[src/hdl/mcdd_pkg.sv]
// Package for the mouse click and double-click detector.
// Holds widths, button and register codes and the result word type.
// No dependencies.
`timescale 1ns / 1ps

package mcdd_pkg;

  localparam int NUM_BUTTONS   = 3;
  localparam int SAMPLE_FIELDS = 3;
  localparam int ACTIVE_BUTTONS =
    (NUM_BUTTONS < SAMPLE_FIELDS) ? NUM_BUTTONS : SAMPLE_FIELDS;

  localparam int MASK_W    = 3;
  localparam int LEVEL_W   = 2;
  localparam int TIMER_W   = 16;
  localparam int ELAPSED_W = 10;
  localparam int CFG_IDX_W = 2;

  localparam logic [TIMER_W-1:0] TIMER_MAX = '1;

  // Bit positions inside one button level.
  localparam int LVL_DOWN_BIT = 0;
  localparam int LVL_UP_BIT   = 1;
  localparam logic [LEVEL_W-1:0] LVL_UP_ONLY = 2'b10;

  // Input mode codes.
  localparam logic MODE_SAMPLE = 1'b0;
  localparam logic MODE_TICK   = 1'b1;

  // Configuration register indexes.
  localparam logic [CFG_IDX_W-1:0] CFG_CLICK_INTERVAL  = 2'd0;
  localparam logic [CFG_IDX_W-1:0] CFG_DOUBLE_INTERVAL = 2'd1;

  localparam logic [TIMER_W-1:0] CLICK_INTERVAL_RST  = 16'd250;
  localparam logic [TIMER_W-1:0] DOUBLE_INTERVAL_RST = 16'd500;

  typedef struct packed {
    logic [MASK_W-1:0] down;
    logic [MASK_W-1:0] up;
    logic [MASK_W-1:0] pressed;
    logic [MASK_W-1:0] released;
    logic [MASK_W-1:0] clicked;
    logic [MASK_W-1:0] dbl;
  } result_t;

endpackage

[src/hdl/mouse_click_double_click_detector_unit.sv]
// Usage notes for the mouse click and double-click detector.
// Input channel (in_valid / in_stall): one word is either a button sample
// (in_mode = 0) or a time tick (in_mode = 1) carrying in_elapsed_ms.
// Output channel (out_valid / out_stall): one word per button sample with
// the down, up, pressed, released, clicked and double-clicked masks.
// Ticks advance the shared timers (only while a click is pending) and give
// no output word.
// Configuration channel (cfg_valid / cfg_ready): cfg_ready is always high;
// index 0 sets click_interval, index 1 double_click_interval, others are
// ignored. Write only while the block is idle.
// A sample's result is registered into the output queue at the edge that
// accepts it. Throughput: one word per cycle while in_stall is low; the
// detector state updates in one pass of logic at the accepting edge.
// A two-entry output queue lets a new word enter while a result waits; with
// both entries full in_stall is raised until the receiver takes a word.
// Reset (rst_n low, synchronous) marks all buttons up, clears the pending
// flags and timers, empties the queue and restores the interval defaults.
`timescale 1ns / 1ps

module mouse_click_double_click_detector_unit (
  input  logic                          clk,
  input  logic                          rst_n,
  input  logic                          in_valid,
  output logic                          in_stall,
  input  logic                          in_mode,
  input  logic [mcdd_pkg::LEVEL_W-1:0]  in_button0_level,
  input  logic [mcdd_pkg::LEVEL_W-1:0]  in_button1_level,
  input  logic [mcdd_pkg::LEVEL_W-1:0]  in_button2_level,
  input  logic [mcdd_pkg::ELAPSED_W-1:0] in_elapsed_ms,
  output logic                          out_valid,
  input  logic                          out_stall,
  output logic [mcdd_pkg::MASK_W-1:0]   out_down_mask,
  output logic [mcdd_pkg::MASK_W-1:0]   out_up_mask,
  output logic [mcdd_pkg::MASK_W-1:0]   out_pressed_mask,
  output logic [mcdd_pkg::MASK_W-1:0]   out_released_mask,
  output logic [mcdd_pkg::MASK_W-1:0]   out_clicked_mask,
  output logic [mcdd_pkg::MASK_W-1:0]   out_double_clicked_mask,
  input  logic                          cfg_valid,
  output logic                          cfg_ready,
  input  logic [mcdd_pkg::CFG_IDX_W-1:0] cfg_index,
  input  logic [mcdd_pkg::TIMER_W-1:0]  cfg_data
);
  import mcdd_pkg::*;

  logic [TIMER_W-1:0] click_interval_r;
  logic [TIMER_W-1:0] double_interval_r;

  logic [LEVEL_W-1:0] prev_r   [ACTIVE_BUTTONS];
  logic [LEVEL_W-1:0] prev_nxt [ACTIVE_BUTTONS];
  logic [LEVEL_W-1:0] sample   [SAMPLE_FIELDS];

  logic               click_pending_r, click_pending_nxt;
  logic               double_pending_r, double_pending_nxt;
  logic [TIMER_W-1:0] click_timer_r, click_timer_nxt;
  logic [TIMER_W-1:0] double_timer_r, double_timer_nxt;

  result_t main_r, skid_r, res;
  logic    main_valid_r, skid_valid_r;

  logic in_acc, push, out_take;
  logic [TIMER_W:0] click_sum, double_sum;

  assign sample[0] = in_button0_level;
  assign sample[1] = in_button1_level;
  assign sample[2] = in_button2_level;

  assign cfg_ready = 1'b1;
  assign in_stall  = skid_valid_r;
  assign in_acc    = in_valid && !in_stall;
  assign push      = in_acc && (in_mode == MODE_SAMPLE);
  assign out_take  = main_valid_r && !out_stall;

  assign click_sum  = {1'b0, click_timer_r} + (TIMER_W + 1)'(in_elapsed_ms);
  assign double_sum = {1'b0, double_timer_r} + (TIMER_W + 1)'(in_elapsed_ms);

  // Buttons are handled in order; each one sees the flags and timers that
  // the lower-numbered buttons of the same sample left behind.
  always_comb begin
    logic             cp, dp, now_down, now_up, last_down, last_up;
    logic [TIMER_W-1:0] ct, dt;
    cp  = click_pending_r;
    dp  = double_pending_r;
    ct  = click_timer_r;
    dt  = double_timer_r;
    now_down  = 1'b0;
    now_up    = 1'b0;
    last_down = 1'b0;
    last_up   = 1'b0;
    res = '0;
    for (int k = 0; k < ACTIVE_BUTTONS; k++) begin
      prev_nxt[k] = prev_r[k];
    end
    if (in_mode == MODE_TICK) begin
      if (click_pending_r) begin
        ct = click_sum[TIMER_W] ? TIMER_MAX : click_sum[TIMER_W-1:0];
        dt = double_sum[TIMER_W] ? TIMER_MAX : double_sum[TIMER_W-1:0];
      end
    end else begin
      for (int k = 0; k < ACTIVE_BUTTONS; k++) begin
        now_down    = sample[k][LVL_DOWN_BIT];
        now_up      = sample[k][LVL_UP_BIT];
        last_down   = prev_r[k][LVL_DOWN_BIT];
        last_up     = prev_r[k][LVL_UP_BIT];
        prev_nxt[k] = sample[k];
        if (now_down) begin
          res.down[k] = 1'b1;
          if (last_up) begin
            res.pressed[k] = 1'b1;
            if (cp) begin
              dp = 1'b1;
            end
            cp = 1'b1;
            ct = '0;
          end
        end
        if (now_up) begin
          res.up[k] = 1'b1;
          if (last_down) begin
            res.released[k] = 1'b1;
            if (dp && (dt < double_interval_r)) begin
              res.dbl[k] = 1'b1;
            end
            dp = 1'b0;
            if (cp && (ct < click_interval_r)) begin
              res.clicked[k] = 1'b1;
              dt = '0;
            end else begin
              cp = 1'b0;
            end
          end
        end
      end
    end
    click_pending_nxt  = cp;
    double_pending_nxt = dp;
    click_timer_nxt    = ct;
    double_timer_nxt   = dt;
  end

  always_ff @(posedge clk) begin
    if (!rst_n) begin
      click_interval_r  <= CLICK_INTERVAL_RST;
      double_interval_r <= DOUBLE_INTERVAL_RST;
      click_pending_r   <= 1'b0;
      double_pending_r  <= 1'b0;
      click_timer_r     <= '0;
      double_timer_r    <= '0;
      for (int k = 0; k < ACTIVE_BUTTONS; k++) begin
        prev_r[k] <= LVL_UP_ONLY;
      end
    end else begin
      if (cfg_valid && cfg_ready) begin
        if (cfg_index == CFG_CLICK_INTERVAL) begin
          click_interval_r <= cfg_data;
        end else if (cfg_index == CFG_DOUBLE_INTERVAL) begin
          double_interval_r <= cfg_data;
        end
      end
      if (in_acc) begin
        click_pending_r  <= click_pending_nxt;
        double_pending_r <= double_pending_nxt;
        click_timer_r    <= click_timer_nxt;
        double_timer_r   <= double_timer_nxt;
        for (int k = 0; k < ACTIVE_BUTTONS; k++) begin
          prev_r[k] <= prev_nxt[k];
        end
      end
    end
  end

  // Two-entry result queue: the main word drives the ports, the skid word
  // catches a result that arrives while the main word is stalled.
  always_ff @(posedge clk) begin
    if (!rst_n) begin
      main_valid_r <= 1'b0;
      skid_valid_r <= 1'b0;
    end else if (out_take || !main_valid_r) begin
      if (skid_valid_r) begin
        main_valid_r <= 1'b1;
        skid_valid_r <= push;
      end else begin
        main_valid_r <= push;
      end
    end else if (push) begin
      skid_valid_r <= 1'b1;
    end
  end

  always_ff @(posedge clk) begin
    if (out_take || !main_valid_r) begin
      if (skid_valid_r) begin
        main_r <= skid_r;
        skid_r <= res;
      end else begin
        main_r <= res;
      end
    end else if (push) begin
      skid_r <= res;
    end
  end

  assign out_valid               = main_valid_r;
  assign out_down_mask           = main_r.down;
  assign out_up_mask             = main_r.up;
  assign out_pressed_mask        = main_r.pressed;
  assign out_released_mask       = main_r.released;
  assign out_clicked_mask        = main_r.clicked;
  assign out_double_clicked_mask = main_r.dbl;

`ifndef SYNTHESIS
  a_skid_needs_main: assert property (@(posedge clk) disable iff (!rst_n)
    skid_valid_r |-> main_valid_r)
    else $error("skid word held without a main word");

  a_click_on_release: assert property (@(posedge clk) disable iff (!rst_n)
    out_valid |-> ((out_clicked_mask & ~out_released_mask) == '0))
    else $error("click reported without a release");

  a_double_on_release: assert property (@(posedge clk) disable iff (!rst_n)
    out_valid |-> ((out_double_clicked_mask & ~out_released_mask) == '0))
    else $error("double click reported without a release");

  a_tick_idle_timers: assert property (@(posedge clk) disable iff (!rst_n)
    (in_acc && (in_mode == MODE_TICK) && !click_pending_r) |=>
      ($stable(click_timer_r) && $stable(double_timer_r)))
    else $error("timer moved while no click was pending");
`endif

endmodule

[config.mk]
export PLATFORM = sky130hd
export DESIGN_NAME = mouse_click_double_click_detector_unit
export DESIGN_NICKNAME = d
export VERILOG_FILES = /design/src/hdl/mcdd_pkg.sv /design/src/hdl/mouse_click_double_click_detector_unit.sv
export SDC_FILE = /design/constraint.sdc
export NUM_CORES = 1
export LEC_CHECK = 0
export ABC_AREA = 1
export BUFFER_PORTS_ARGS = -buffer_cell sky130_fd_sc_hd__buf_2
export CAP_MARGIN = 20
export CORE_ASPECT_RATIO = 0.8
export CORE_MARGIN = 3
export CORE_UTILIZATION = 56
export CTS_BUF_LIST = sky130_fd_sc_hd__clkbuf_16
export DETAILED_ROUTE_END_ITERATION = 6
export PLACE_DENSITY = 0.75
export SYNTH_ARGS = -nofsm -noshare
export SYNTH_HDL_FRONTEND = slang
export SYNTH_SLANG_ARGS = --single-unit
[constraint.sdc]
create_clock -name clk -period 4.5 [get_ports clk]
set_input_delay 0.225 -clock clk [delete_from_list [all_inputs] [get_ports clk]]
set_output_delay 0.225 -clock clk [all_outputs]
set_load 0.02 [all_outputs]
## Word level (Yosys, flattened, before mapping)

Memory sizes are Yosys's and may differ from the RTL's.
Cells that the tools add are included.

- Register bits after elaboration: 104
- Memory bits (writable): 6
- Word-level logic and storage cells: 174
- Memories: 1

Memory list:

| memory | depth | width | read ports | clocked after Yosys merged registers in | write ports | RTL line | source |
|---|---|---|---|---|---|---|---|
| prev_r | 3 | 2 | 3 | 0 | 3 | mouse_click_double_click_detector_unit.sv:48 | `logic [LEVEL_W-1:0] prev_r [ACTIVE_BUTTONS];` |

- Add/sub/neg operators: 2
- Magnitude comparators: 6
- Eq/ne operators: 3
- Mux-type cells: 117
- Bitwise operators: 5
- Reduce and logical (&&, ||, !) cells: 20

Operators by type and width:

| operator | number |
|---|---|
| $mux 16 | 26 |
| $lt 16x16->1 | 6 |
| $mux 18 | 5 |
| $mux 1 | 82 |
| $add 16x10->17 | 2 |
| $logic_and 1x1->1 | 9 |
| $reduce_and 2->1 | 4 |
| $mux 2 | 3 |
| $mux 6 | 1 |
| $logic_not 1->1 | 3 |
| $or 1x1->1 | 3 |
| $reduce_and 3->1 | 1 |
| $eq 2x1->1 const B | 1 |
| $logic_not 2->1 | 1 |
| $ne 2x1->1 const B | 1 |
| $ne 2x2->1 const B | 1 |
| $not 1->1 | 2 |
| $reduce_bool 2->1 | 1 |
| $logic_or 1x1->1 | 1 |

## Logic depth before layout (Yosys ltp)

Gate-level depths: netlist (run 1).
An unclocked memory read counts as a cell.

- Word-level depth: 29
- Gate-level depth with buffers: 28
- Depth with buffers taken out: 26

## Least setup slack after synthesis (run 1)

No wires, ideal clock.

- Path kind: reg2reg
- From: mem prev_r[1][1] (netlist: prev_r[0][3])
- To: reg main_r (netlist bit out_double_clicked_mask[2]), data pin
- Setup time: 0.131 ns
- Data arrival time: 3.205 ns
- Required time: 4.369 ns
- Slack: 1.164 ns
- Cell stages (with the launch flop): 23
- Path buffers: 2
- Cells stage by stage: edfxtp_1 > nand2_1 > buf_2 > clkinv_1 > nor2_1 > ha_1 > a21oi_1 > nor2_1 > a211oi_1 > nand2_1 > a21oi_2 > nand2_4 > inv_2 > buf_6 > nor2_2 > ha_1 > nand2_1 > inv_1 > o21ai_0 > nand3_1 > a211oi_1 > nand3_1 > nand2_1

RTL lines:

| item | RTL line | source |
|---|---|---|
| start, declared | mouse_click_double_click_detector_unit.sv:48 |  |
| end signal, assigned | mouse_click_double_click_detector_unit.sv:192 | `main_r <= skid_r;` |
| end signal, assigned | mouse_click_double_click_detector_unit.sv:195 | `main_r <= res;` |
| end, declared | mouse_click_double_click_detector_unit.sv:57 | `result_t main_r, skid_r, res;` |

==> flow_metrics.py, run 1 <==
metrics = {
    "synthesis": {
        "synthCells": 1097,
        "synth_nets": 1249,
        "synth_largest_area_cell": "ha_1",
        "synth_ff_type": "dfxtp_1",
        "ys_seq_area_share_pct": 31.5,
        "yosys_register_bits": 110,
        "syn_area_per_cell_um2": 7.58,
        "synthTopCellsByCount": "nand2_1 (262), inv_1 (139), ha_1 (110), nor2_1 (109), a21oi_1 (95)",
        "syn-cell-area_um2": 8320,
        "synth_area_leaders": "ha_1 (17%), dfxtp_1 (16%), edfxtp_1 (15%), nand2_1 (12%), inv_1 (6.3%)",
        "synth_edf_count": 42,
        "synth.distinct_cells": 54,
        "yosys_warnings": 0,
        "async_flop_share_pct": 0,
        "yosysMostFrequentCell": "nand2_1",
        "yosys.area.top_type_share_pct": 16.5,
    },
    "sta": {
        "rsz0062_at_grt": "false",
        "finalMaxSlewViolations": 0,
        "whs_ps": 96.1,
        "fin_crit_ps": 3740,
        "finalCritPeriodShare_pct": 83.1,
        "hold_viol": 0,
        "slew_headroom_pct": 37.6,
        "setup_viol": 0,
        "skew_ps": 8.02,
        "worst_pin_slew_ps": 934,
        "fmax_ghz": 0.267,
        "setup-tns-final_ps": 0,
    },
    "floorplanning": {
        "fp-row-count": 39,
        "die_x_um": 142,
        "core_area_um2": 14400,
        "dieArea_um2": 16400,
        "num_io_pins": 61,
        "initial_core_util_pct": 57.8,
        "fp.dieH_um": 115,
    },
    "clock_tree": {
        "root_buffer": "clkbuf_16",
        "clkLatencyLatePin_ps": 360,
        "cts_max_path_buffers": 2,
        "cts_max_level": 3,
        "ctsHoldBuffers": 0,
        "cts-buffers-inserted": 9,
        "cts_tree": "yes",
        "cts_setup_buffers": 0,
        "cts.clk_slew.worst_paths_ps": 80,
        "cts_sinks": 110,
        "cts-resized-gates": 0,
    },
    "global_route": {
        "grt_pass1_wl_um": 34000,
        "grt_pass1_vias": 6760,
        "grt_usage_pct": 26.0,
        "grt.overflow.total": 0,
        "grt_max_degree": 47,
        "grt_antenna_before_repair": 0,
    },
    "finish": {
        "areaGrowthSynthToFinish_pct": 8.09,
        "nFillCells": 1287,
        "drive_gt1_share_pct": 13.5,
        "n_antenna_cell": 0,
        "fin_nets": 1291,
    },
    "drt": {
        "via_count": 7312,
        "drc": 0,
        "via_per_inst": 5.51,
        "drtIter0Drc": 584,
        "post_drt_wl_per_cell_um": 15.7,
        "totalWireLength_um": 20800,
        "ant_nets": 0,
        "dr.pass1.iters": 5,
    },
    "placement": {
        "place.gp.congestion": 0.899,
        "hpwl_um": 16000,
        "portBuffers": 59,
    },
    "power_and_ir_drop": {
        "power_density_nw_per_um2": 276,
        "irDropWorstVdd_v": 0.000205,
        "power_leakage_nw": 4.50,
    },
    "worst_setup_path": {
        "crit_fanout": 16,
        "required_ps": 4740,
        "end_kind": "flop",
        "cp-start-kind": "flop",
        "path_class": "reg2reg",
        "crit_arrival_ps": 3980,
    },
    "job": {
        "maxCapViolCount": 0,
    },
    "worst_hold_path": {
        "hp-class": "in2reg",
    },
    "run_status": {
        "status": "complete, no violations",
    },
}
==> power by group <==
| group | switching, mW | total (mW) | internal, mW |
|---|---|---|---|
| clock network | 0.402 | 0.786 | 0.384 |
| registers | 0.0313 | 1.12 | 1.08 |
| logic | 0.384 | 0.584 | 0.200 |
==> layout make-up <==
class                   instances  area, um^2  share of cell area, %
multi-input cells             800        4940                   55.0
well taps                     184         230                   2.56
inverters                     152         571                   6.34
clock buffers                   9         225                   2.50
repair buffers                 66         348                   3.87
clock inverters                 7        55.1                  0.612
flip-flops and latches        110        2620                   29.2
==> registers in the layout, indices dropped and copies added, names as in the netlist, 3 cells and up <==
signal	cells
click_interval_r	16
click_timer_r	16
double_interval_r	16
double_timer_r	16
out_clicked_mask	3
out_double_clicked_mask	3
out_down_mask	3
out_pressed_mask	3
out_released_mask	3
out_up_mask	3
prev_r	6
skid_r	18
==> final timing paths <==
kind / slack, ps / from / end / cells after the start
max: 760 / prev_r[0][3] / out_double_clicked_mask[2] / 20
min: 100 / cfg_data[1] / click_interval_r[1] / 3
max reg2reg: 760 / prev_r[0][3] / out_double_clicked_mask[2] / 20
min reg2reg: 480 / double_pending_r / double_pending_r / 2
==> critical path: stages (launching register included) <==
cell      delay [ps]
edfxtp_1         360
nand2_1           80
clkinv_1         260
nor2_1           230
ha_1             270
a21oi_1          160
nor2_1            60
a211oi_1         270
nand2_1          130
a21oi_2          240
nand2_4           80
inv_2            330
nor2_2            80
ha_1             300
nand2_1           80
inv_1             40
o21ai_0          130
nand3_1           80
a211oi_1         260
nand3_1          110
nand2_1           60
==> cell usage in the layout (no fill, tap or decap), types with 3 or more instances in the layout <==
master / Yosys / layout
nor3_1: 8 / 8
o21ai_0: 46 / 45
nand2_1: 262 / 262
o21a_1: 5 / 5
o21bai_2: 3 / 3
nor2_4: 7 / 7
xnor2_1: 3 / 3
o21ai_1: 4 / 5
a21oi_2: 13 / 13
xor2_1: 14 / 14
nand2_2: 5 / 5
nand3_2: 3 / 3
clkinv_1: 2 / 3
o211ai_2: 11 / 11
ha_1: 110 / 110
clkbuf_16: 0 / 9
o21ai_2: 3 / 3
a211oi_1: 8 / 8
nand3_4: 3 / 3
o211ai_1: 23 / 23
dfxtp_1: 68 / 68
nand4_1: 10 / 10
nor2_1: 109 / 109
nor2_2: 5 / 5
buf_4: 1 / 7
nand3_1: 22 / 22
inv_2: 11 / 11
a21oi_1: 95 / 95
buf_2: 3 / 59
inv_1: 139 / 139
edfxtp_1: 42 / 42
==> through the flow <==
step                setup WS, ps  instance area [um^2]  total power [mW]  util [%]  cells
global placement             924                  8710              1.70      60.5   1312
global route                 348                  8990              2.62      62.5   1328
floorplan                   1160                  8320              1.57         -   1097
detailed placement           804                  8710              1.72      60.5   1312
finish                       758                  8990              2.49      62.5   1328
CTS                          796                  8990              2.50      62.5   1328
==> routing by layer <==
layer | part of all wire, % | wire (um) | global-route usage (%)
met5 | 0 | 0 | 0
met4 | 1.3 | 266 | 6.59
met3 | 6.2 | 1300 | 5.16
met2 | 44 | 9190 | 39.8
met1 | 48 | 10100 | 37.7
==> kinds of logic after synthesis <==
family          Yosys count  share of synthesized area (%)
simple gates            443                           22.9
compound gates          227                           17.6
buf+inv                 187                           9.08
fa+ha+maj               112                           17.0
flops                   110                           31.5
xor+xnor                 17                           1.79
other cells               1                         0.0451
No activity file was read; power rests on OpenSTA's default activity.
==> run 2, diff against run 1 <==
--- a/config.mk
+++ b/config.mk
@@ -13,7 +13,7 @@
 export CORE_UTILIZATION = 56
 export CTS_BUF_LIST = sky130_fd_sc_hd__clkbuf_16
 export DETAILED_ROUTE_END_ITERATION = 6
-export PLACE_DENSITY = 0.75
+export PLACE_DENSITY = 0.78
 export SYNTH_ARGS = -nofsm -noshare
 export SYNTH_HDL_FRONTEND = slang
 export SYNTH_SLANG_ARGS = --single-unit
==> constraint.sdc (replaced) <==
create_clock -name clk -period 3.35 [get_ports clk]
set_input_delay 0.1675 -clock clk [delete_from_list [all_inputs] [get_ports clk]]
set_output_delay 0.1675 -clock clk [all_outputs]
set_load 0.02 [all_outputs]
==> run 2 against run 1 <==
Clock power up 44%. Utilization increased by 4.7 points. Non-clock buffer count up 24. Via count increased by 5.1%. Critical path depth grew 1. Final cell count up 1.9%. Design area increased by 7.5%. Sequential power is 34% higher. Fmax up 17%. Largest cell class unchanged. Largest power group unchanged.
==> flow_metrics.py, run 2 (synthesis results as in run 1) <==
metrics = {
    "finish": {
        "final-seq-area_um2": 2620,
        "fin_nets": 1316,
        "final_common_cell": "nand2_1",
        "layout_common_cells": "nand2_1 (242), inv_1 (135), ha_1 (98), nor2_1 (90), a21oi_1 (89)",
        "drive_gt1_share_pct": 21.8,
        "top_register": "skid_r",
        "n_antenna_cell": 0,
        "largest_reg_flops": 18,
        "instances_no_fill": 1353,
        "multi_input_area_um2": 5360,
        "nFillCells": 1164,
        "areaGrowthSynthToFinish_pct": 16.2,
    },
    "power_and_ir_drop": {
        "p_seq_share_pct": 42.6,
        "internal_power_mw": 2.37,
        "power_frac_clock_pct": 31.9,
        "p_sw_mw": 1.16,
        "p_comb_share_pct": 25.6,
        "irDropWorstVdd_v": 0.000305,
        "power_leakage_nw": 4.67,
        "p_sw_share_pct": 32.9,
        "power_density_nw_per_um2": 366,
    },
    "run_status": {
        "status": "complete, no violations",
    },
    "sta": {
        "slew_headroom_pct": 51.8,
        "fmax_ghz": 0.312,
        "hold_viol": 0,
        "setup_viol": 0,
        "fin_crit_ps": 3210,
        "fin_ws_ps": 142,
        "whs_ps": 52.9,
        "skew_ps": 10.3,
        "worst_pin_slew_ps": 705,
        "finalCritPeriodShare_pct": 95.8,
        "finalMaxSlewViolations": 0,
    },
    "drt": {
        "ant_nets": 0,
        "dr.pass1.iters": 7,
        "totalWireLength_um": 22600,
        "drc": 0,
        "via_per_inst": 5.68,
        "drtIter0Drc": 686,
        "post_drt_wl_per_cell_um": 16.7,
        "via_count": 7684,
    },
    "placement": {
        "dp.cells": 1328,
        "portBuffers": 59,
        "place.gp.congestion": 0.922,
        "place_ws_ps": -16.5,
        "hpwl_um": 16500,
    },
    "floorplanning": {
        "core_area_um2": 14400,
        "dieArea_um2": 16400,
        "num_io_pins": 61,
        "fp-row-count": 39,
        "die_x_um": 142,
        "initial_core_util_pct": 57.8,
        "fp.dieH_um": 115,
    },
    "worst_hold_path": {
        "hp-class": "in2reg",
    },
    "clock_tree": {
        "cts_max_path_buffers": 2,
        "cts_sinks": 110,
        "cts_max_level": 3,
        "cts-buffers-inserted": 9,
        "clkLatencyLatePin_ps": 360,
        "cts_tree": "yes",
        "root_buffer": "clkbuf_16",
        "cts.clk_slew.worst_paths_ps": 80,
    },
    "worst_setup_path": {
        "crit_fanout": 7,
        "crit_arrival_ps": 3440,
        "path_class": "reg2reg",
        "end_kind": "flop",
        "cp-start-kind": "flop",
        "required_ps": 3580,
    },
    "global_route": {
        "grt_antenna_before_repair": 0,
        "grt.overflow.total": 0,
        "grt_pass1_wl_um": 35100,
        "grt_usage_pct": 26.7,
        "grt_max_degree": 47,
        "grt_pass1_vias": 7010,
    },
    "job": {
        "maxCapViolCount": 0,
    },
}
[run 2: per-layer routing]
layer	up-vias	global-route usage, %	share of wire (%)
li1	3774	-	-
met1	3572	38.4	45
met2	304	42.0	45
met3	34	3.74	7.6
met4	0	8.06	2.1
met5	-	0	0
[run 2: area by class of cell]
type	count	share of cell area, %
Clock buffer	9	2.33
Sequential cell	110	27.1
Multi-Input combinational cell	801	55.4
Timing Repair Buffer	90	5.91
Clock inverter	7	0.841
Tap cell	184	2.38
Inverter	152	6.03
[run 2: worst max-delay path, cell delays in order (launching register included)]
cell      delay [ps]
edfxtp_1         410
nand2_4          150
nand2_2           80
inv_1             70
ha_1             240
a21oi_1          130
nor2_1            60
a211oi_2         200
nand2_2          100
nand2_4          120
nand3_4          210
buf_6            200
nand2_2           90
nor2_4            60
ha_4             210
a21oi_2          150
nor2_2            60
a211oi_2         180
nand2_2           90
nand2_1           90
nand3_1           80
nand2_1           80
[run 2: power by group through the flow]
| stage | registers (mW) | clock network (mW) | logic (mW) |
|---|---|---|---|
| after floorplan | 1.54 | 0 | 0.563 |
| after global placement | 1.53 | 0 | 0.781 |
| after detailed placement | 1.53 | 0 | 0.797 |
| after CTS | 1.50 | 1.13 | 0.806 |
| after global routing | 1.51 | 1.19 | 1.00 |
| final | 1.50 | 1.13 | 0.904 |
[run 2: metrics by stage]
step	setup TNS, ps	util (%)	power, mW	cell area (um^2)
finish	0	67.2	3.54	9670
global route	-184	67.2	3.70	9670
CTS	0	63.7	3.44	9170
detailed placement	-16.5	61.5	2.33	8860
global placement	0	61.5	2.31	8860
floorplan	0	-	2.10	8320
[run 2: worst paths after layout]
| kind | from | slack, ps | endpoint | cells past startpoint |
|---|---|---|---|---|
| worst max-delay path | prev_r[0][1] | 140 | out_double_clicked_mask[2] | 21 |
| worst max register to register | prev_r[0][1] | 140 | out_double_clicked_mask[2] | 21 |
| worst min register to register | double_pending_r | 490 | double_pending_r | 2 |
| worst min-delay path | cfg_data[1] | 50 | click_interval_r[1] | 3 |
[run 2: timing repair]
action | CTS | global route
endpoints found under the setup margin | 2 | 4
setup buffers | 0 | 8
hold buffers | 0 | 0
gates resized for setup | 2 | 100
gates cloned | 0 | 1
pin swaps | 1 | 28
==> run 3, diff against run 2 <==
--- a/config.mk
+++ b/config.mk
@@ -13,7 +13,8 @@
 export CORE_UTILIZATION = 56
 export CTS_BUF_LIST = sky130_fd_sc_hd__clkbuf_16
 export DETAILED_ROUTE_END_ITERATION = 6
-export PLACE_DENSITY = 0.78
+export GPL_TIMING_DRIVEN = 0
+export PLACE_DENSITY_LB_ADDON = 0.25
 export SYNTH_ARGS = -nofsm -noshare
 export SYNTH_HDL_FRONTEND = slang
 export SYNTH_SLANG_ARGS = --single-unit
==> run 3 against run 2 <==
The flow now finishes with violations (negative setup slack). Clock skew fell by 1.6 ps. Flip-flop and latch count did not move. Sequential power barely moved. Clock-buffer cell count did not move. Non-clock buffer count rose by 37. Fmax fell by 6.1%. Setup slack got worse by 210 ps.
==> flow_metrics.py, run 3 (synthesis results as in run 1) <==
metrics = {
    "run_status": {
        "status": "complete, but fails checks",
        "violations": "negative setup slack",
    },
    "finish": {
        "fin_nets": 1352,
        "layout_common_cells": "nand2_1 (228), inv_1 (131), ha_1 (94), nor2_1 (87), a21oi_1 (85)",
        "areaGrowthSynthToFinish_pct": 21.8,
        "nFillCells": 1109,
        "drive_gt1_share_pct": 25.2,
        "final_common_cell": "nand2_1",
        "multi_input_area_um2": 5550,
        "top_register": "skid_r",
        "final-seq-area_um2": 2620,
        "largest_reg_flops": 18,
        "n_antenna_cell": 0,
        "fin_util_pct": 70.4,
    },
    "clock_tree": {
        "cts-buffers-inserted": 9,
        "cts_max_path_buffers": 2,
        "cts_max_level": 3,
        "cts.clk_slew.worst_paths_ps": 80,
        "root_buffer": "clkbuf_16",
        "cts_tree": "yes",
        "ctsHoldBuffers": 0,
        "clkLatencyLatePin_ps": 370,
        "cts_sinks": 110,
    },
    "worst_setup_path": {
        "slowest_stage": "edfxtp_1",
        "crit_arrival_ps": 3540,
        "path_delay_family": "simple AND/OR/NAND/NOR gates",
        "required_ps": 3480,
        "cp-start-kind": "flop",
        "end_kind": "flop",
        "path_class": "reg2reg",
        "crit_buf_inv": 7,
        "cpMostUsedCell": "nand2_2",
        "critical-path-max-stage-delay_ps": 390,
        "crit_fanout": 6,
    },
    "sta": {
        "fmax_ghz": 0.293,
        "setup-tns-final_ps": -120,
        "hold_viol": 0,
        "setup_viol": 2,
        "finalMaxSlewViolations": 0,
        "worst_pin_slew_ps": 995,
        "rsz0062_at_grt": "true",
        "slew_headroom_pct": 33.7,
        "fin_ws_ps": -66.3,
        "skew_ps": 8.66,
        "finalCritPeriodShare_pct": 102,
        "fin_crit_ps": 3420,
    },
    "floorplanning": {
        "dieArea_um2": 16400,
        "num_io_pins": 61,
        "core_area_um2": 14400,
        "die_x_um": 142,
        "fp-row-count": 39,
        "initial_core_util_pct": 57.8,
        "fp.dieH_um": 115,
    },
    "drt": {
        "post_drt_wl_per_cell_um": 18.0,
        "drtIter0Drc": 865,
        "via_count": 8072,
        "ant_nets": 0,
        "dr.pass1.iters": 6,
        "totalWireLength_um": 25000,
        "drc": 0,
        "via_per_inst": 5.81,
    },
    "power_and_ir_drop": {
        "irDropWorstVdd_v": 0.000261,
        "power_leakage_nw": 4.82,
        "p_total_mw": 3.61,
        "power_density_nw_per_um2": 356,
    },
    "global_route": {
        "grt_usage_pct": 29.3,
        "grt_pass1_vias": 7384,
        "grt_pass1_wl_um": 37500,
        "grt.overflow.total": 0,
        "grt_antenna_before_repair": 0,
        "grt_max_degree": 23,
    },
    "placement": {
        "place_ws_ps": -843,
        "place.gp.congestion": 0.896,
        "portBuffers": 59,
        "hpwl_um": 17500,
    },
    "job": {
        "maxCapViolCount": 0,
    },
    "worst_hold_path": {
        "hp-class": "in2reg",
    },
}
## run 3: cell count changes in the layout (fill, tap and decap cells not counted), moves of 6 or more
| cell | delta |
|---|---|
| nand2_1 | -14 |
| nand2_2 | +12 |
| clkbuf_1 | +25 |
| nor2_4 | +6 |
## run 3: what timing repair did
| item | in CTS | in global routing |
|---|---|---|
| pin swaps | 29 | 54 |
| setup endpoints to repair | 18 | 15 |
| buffers inserted | 21 | 12 |
| gates resized for setup | 58 | 116 |
| gates cloned | 1 | 1 |
## run 3: report_power, final
part / internal, mW / switching, mW
combinational: 0.382 / 0.643
sequential: 1.46 / 0.0468
clock: 0.517 / 0.559
## run 3: cell type report
type                    count  area share, %
multi-input cells         800           54.7
flip-flops and latches    110           25.9
repair buffers             92           6.12
inverters                 152           5.92
plain buffers              35           2.31
well taps                 184           2.27
clock buffers               9           2.22
clock inverters             7          0.568
## run 3: worst reg2reg max path, delay by kind of cell, from the launching register on
kind            cells  cell delay (ps)
simple gates       15             1300
fa+ha+maj           2              540
buf+inv             7              770
compound gates      1              190
flops               1              390
## run 3: path summary, 6_finish.rpt
check,slack [ps],cells after the start,endpoint,startpoint
worst max-delay path,-70,25,skid_r[2],prev_r[0][3]
worst max register to register,-70,25,skid_r[2],prev_r[0][3]
worst min-delay path,50,3,click_interval_r[1],cfg_data[1]
worst min register to register,490,2,double_pending_r,double_pending_r
## run 3: layer usage
metal	part of all wire (%)	GRT usage, %	vias to the layer above
li1	-	-	3856
met1	43	40.4	3779
met2	46	45.1	355
met3	7.8	5.49	82
met4	3.5	12.9	0
met5	0	0	-
## run 3: through the flow
step | hold slack (ps) | std cells | area (um^2)
2_1_floorplan | 298 | 1097 | 8320
3_3_place_gp | 411 | 1340 | 8850
3_5_place_dp | 415 | 1340 | 8850
4_1_cts | 34.0 | 1378 | 9570
5_1_grt | 62.3 | 1389 | 10100
6_report | 45.8 | 1389 | 10100
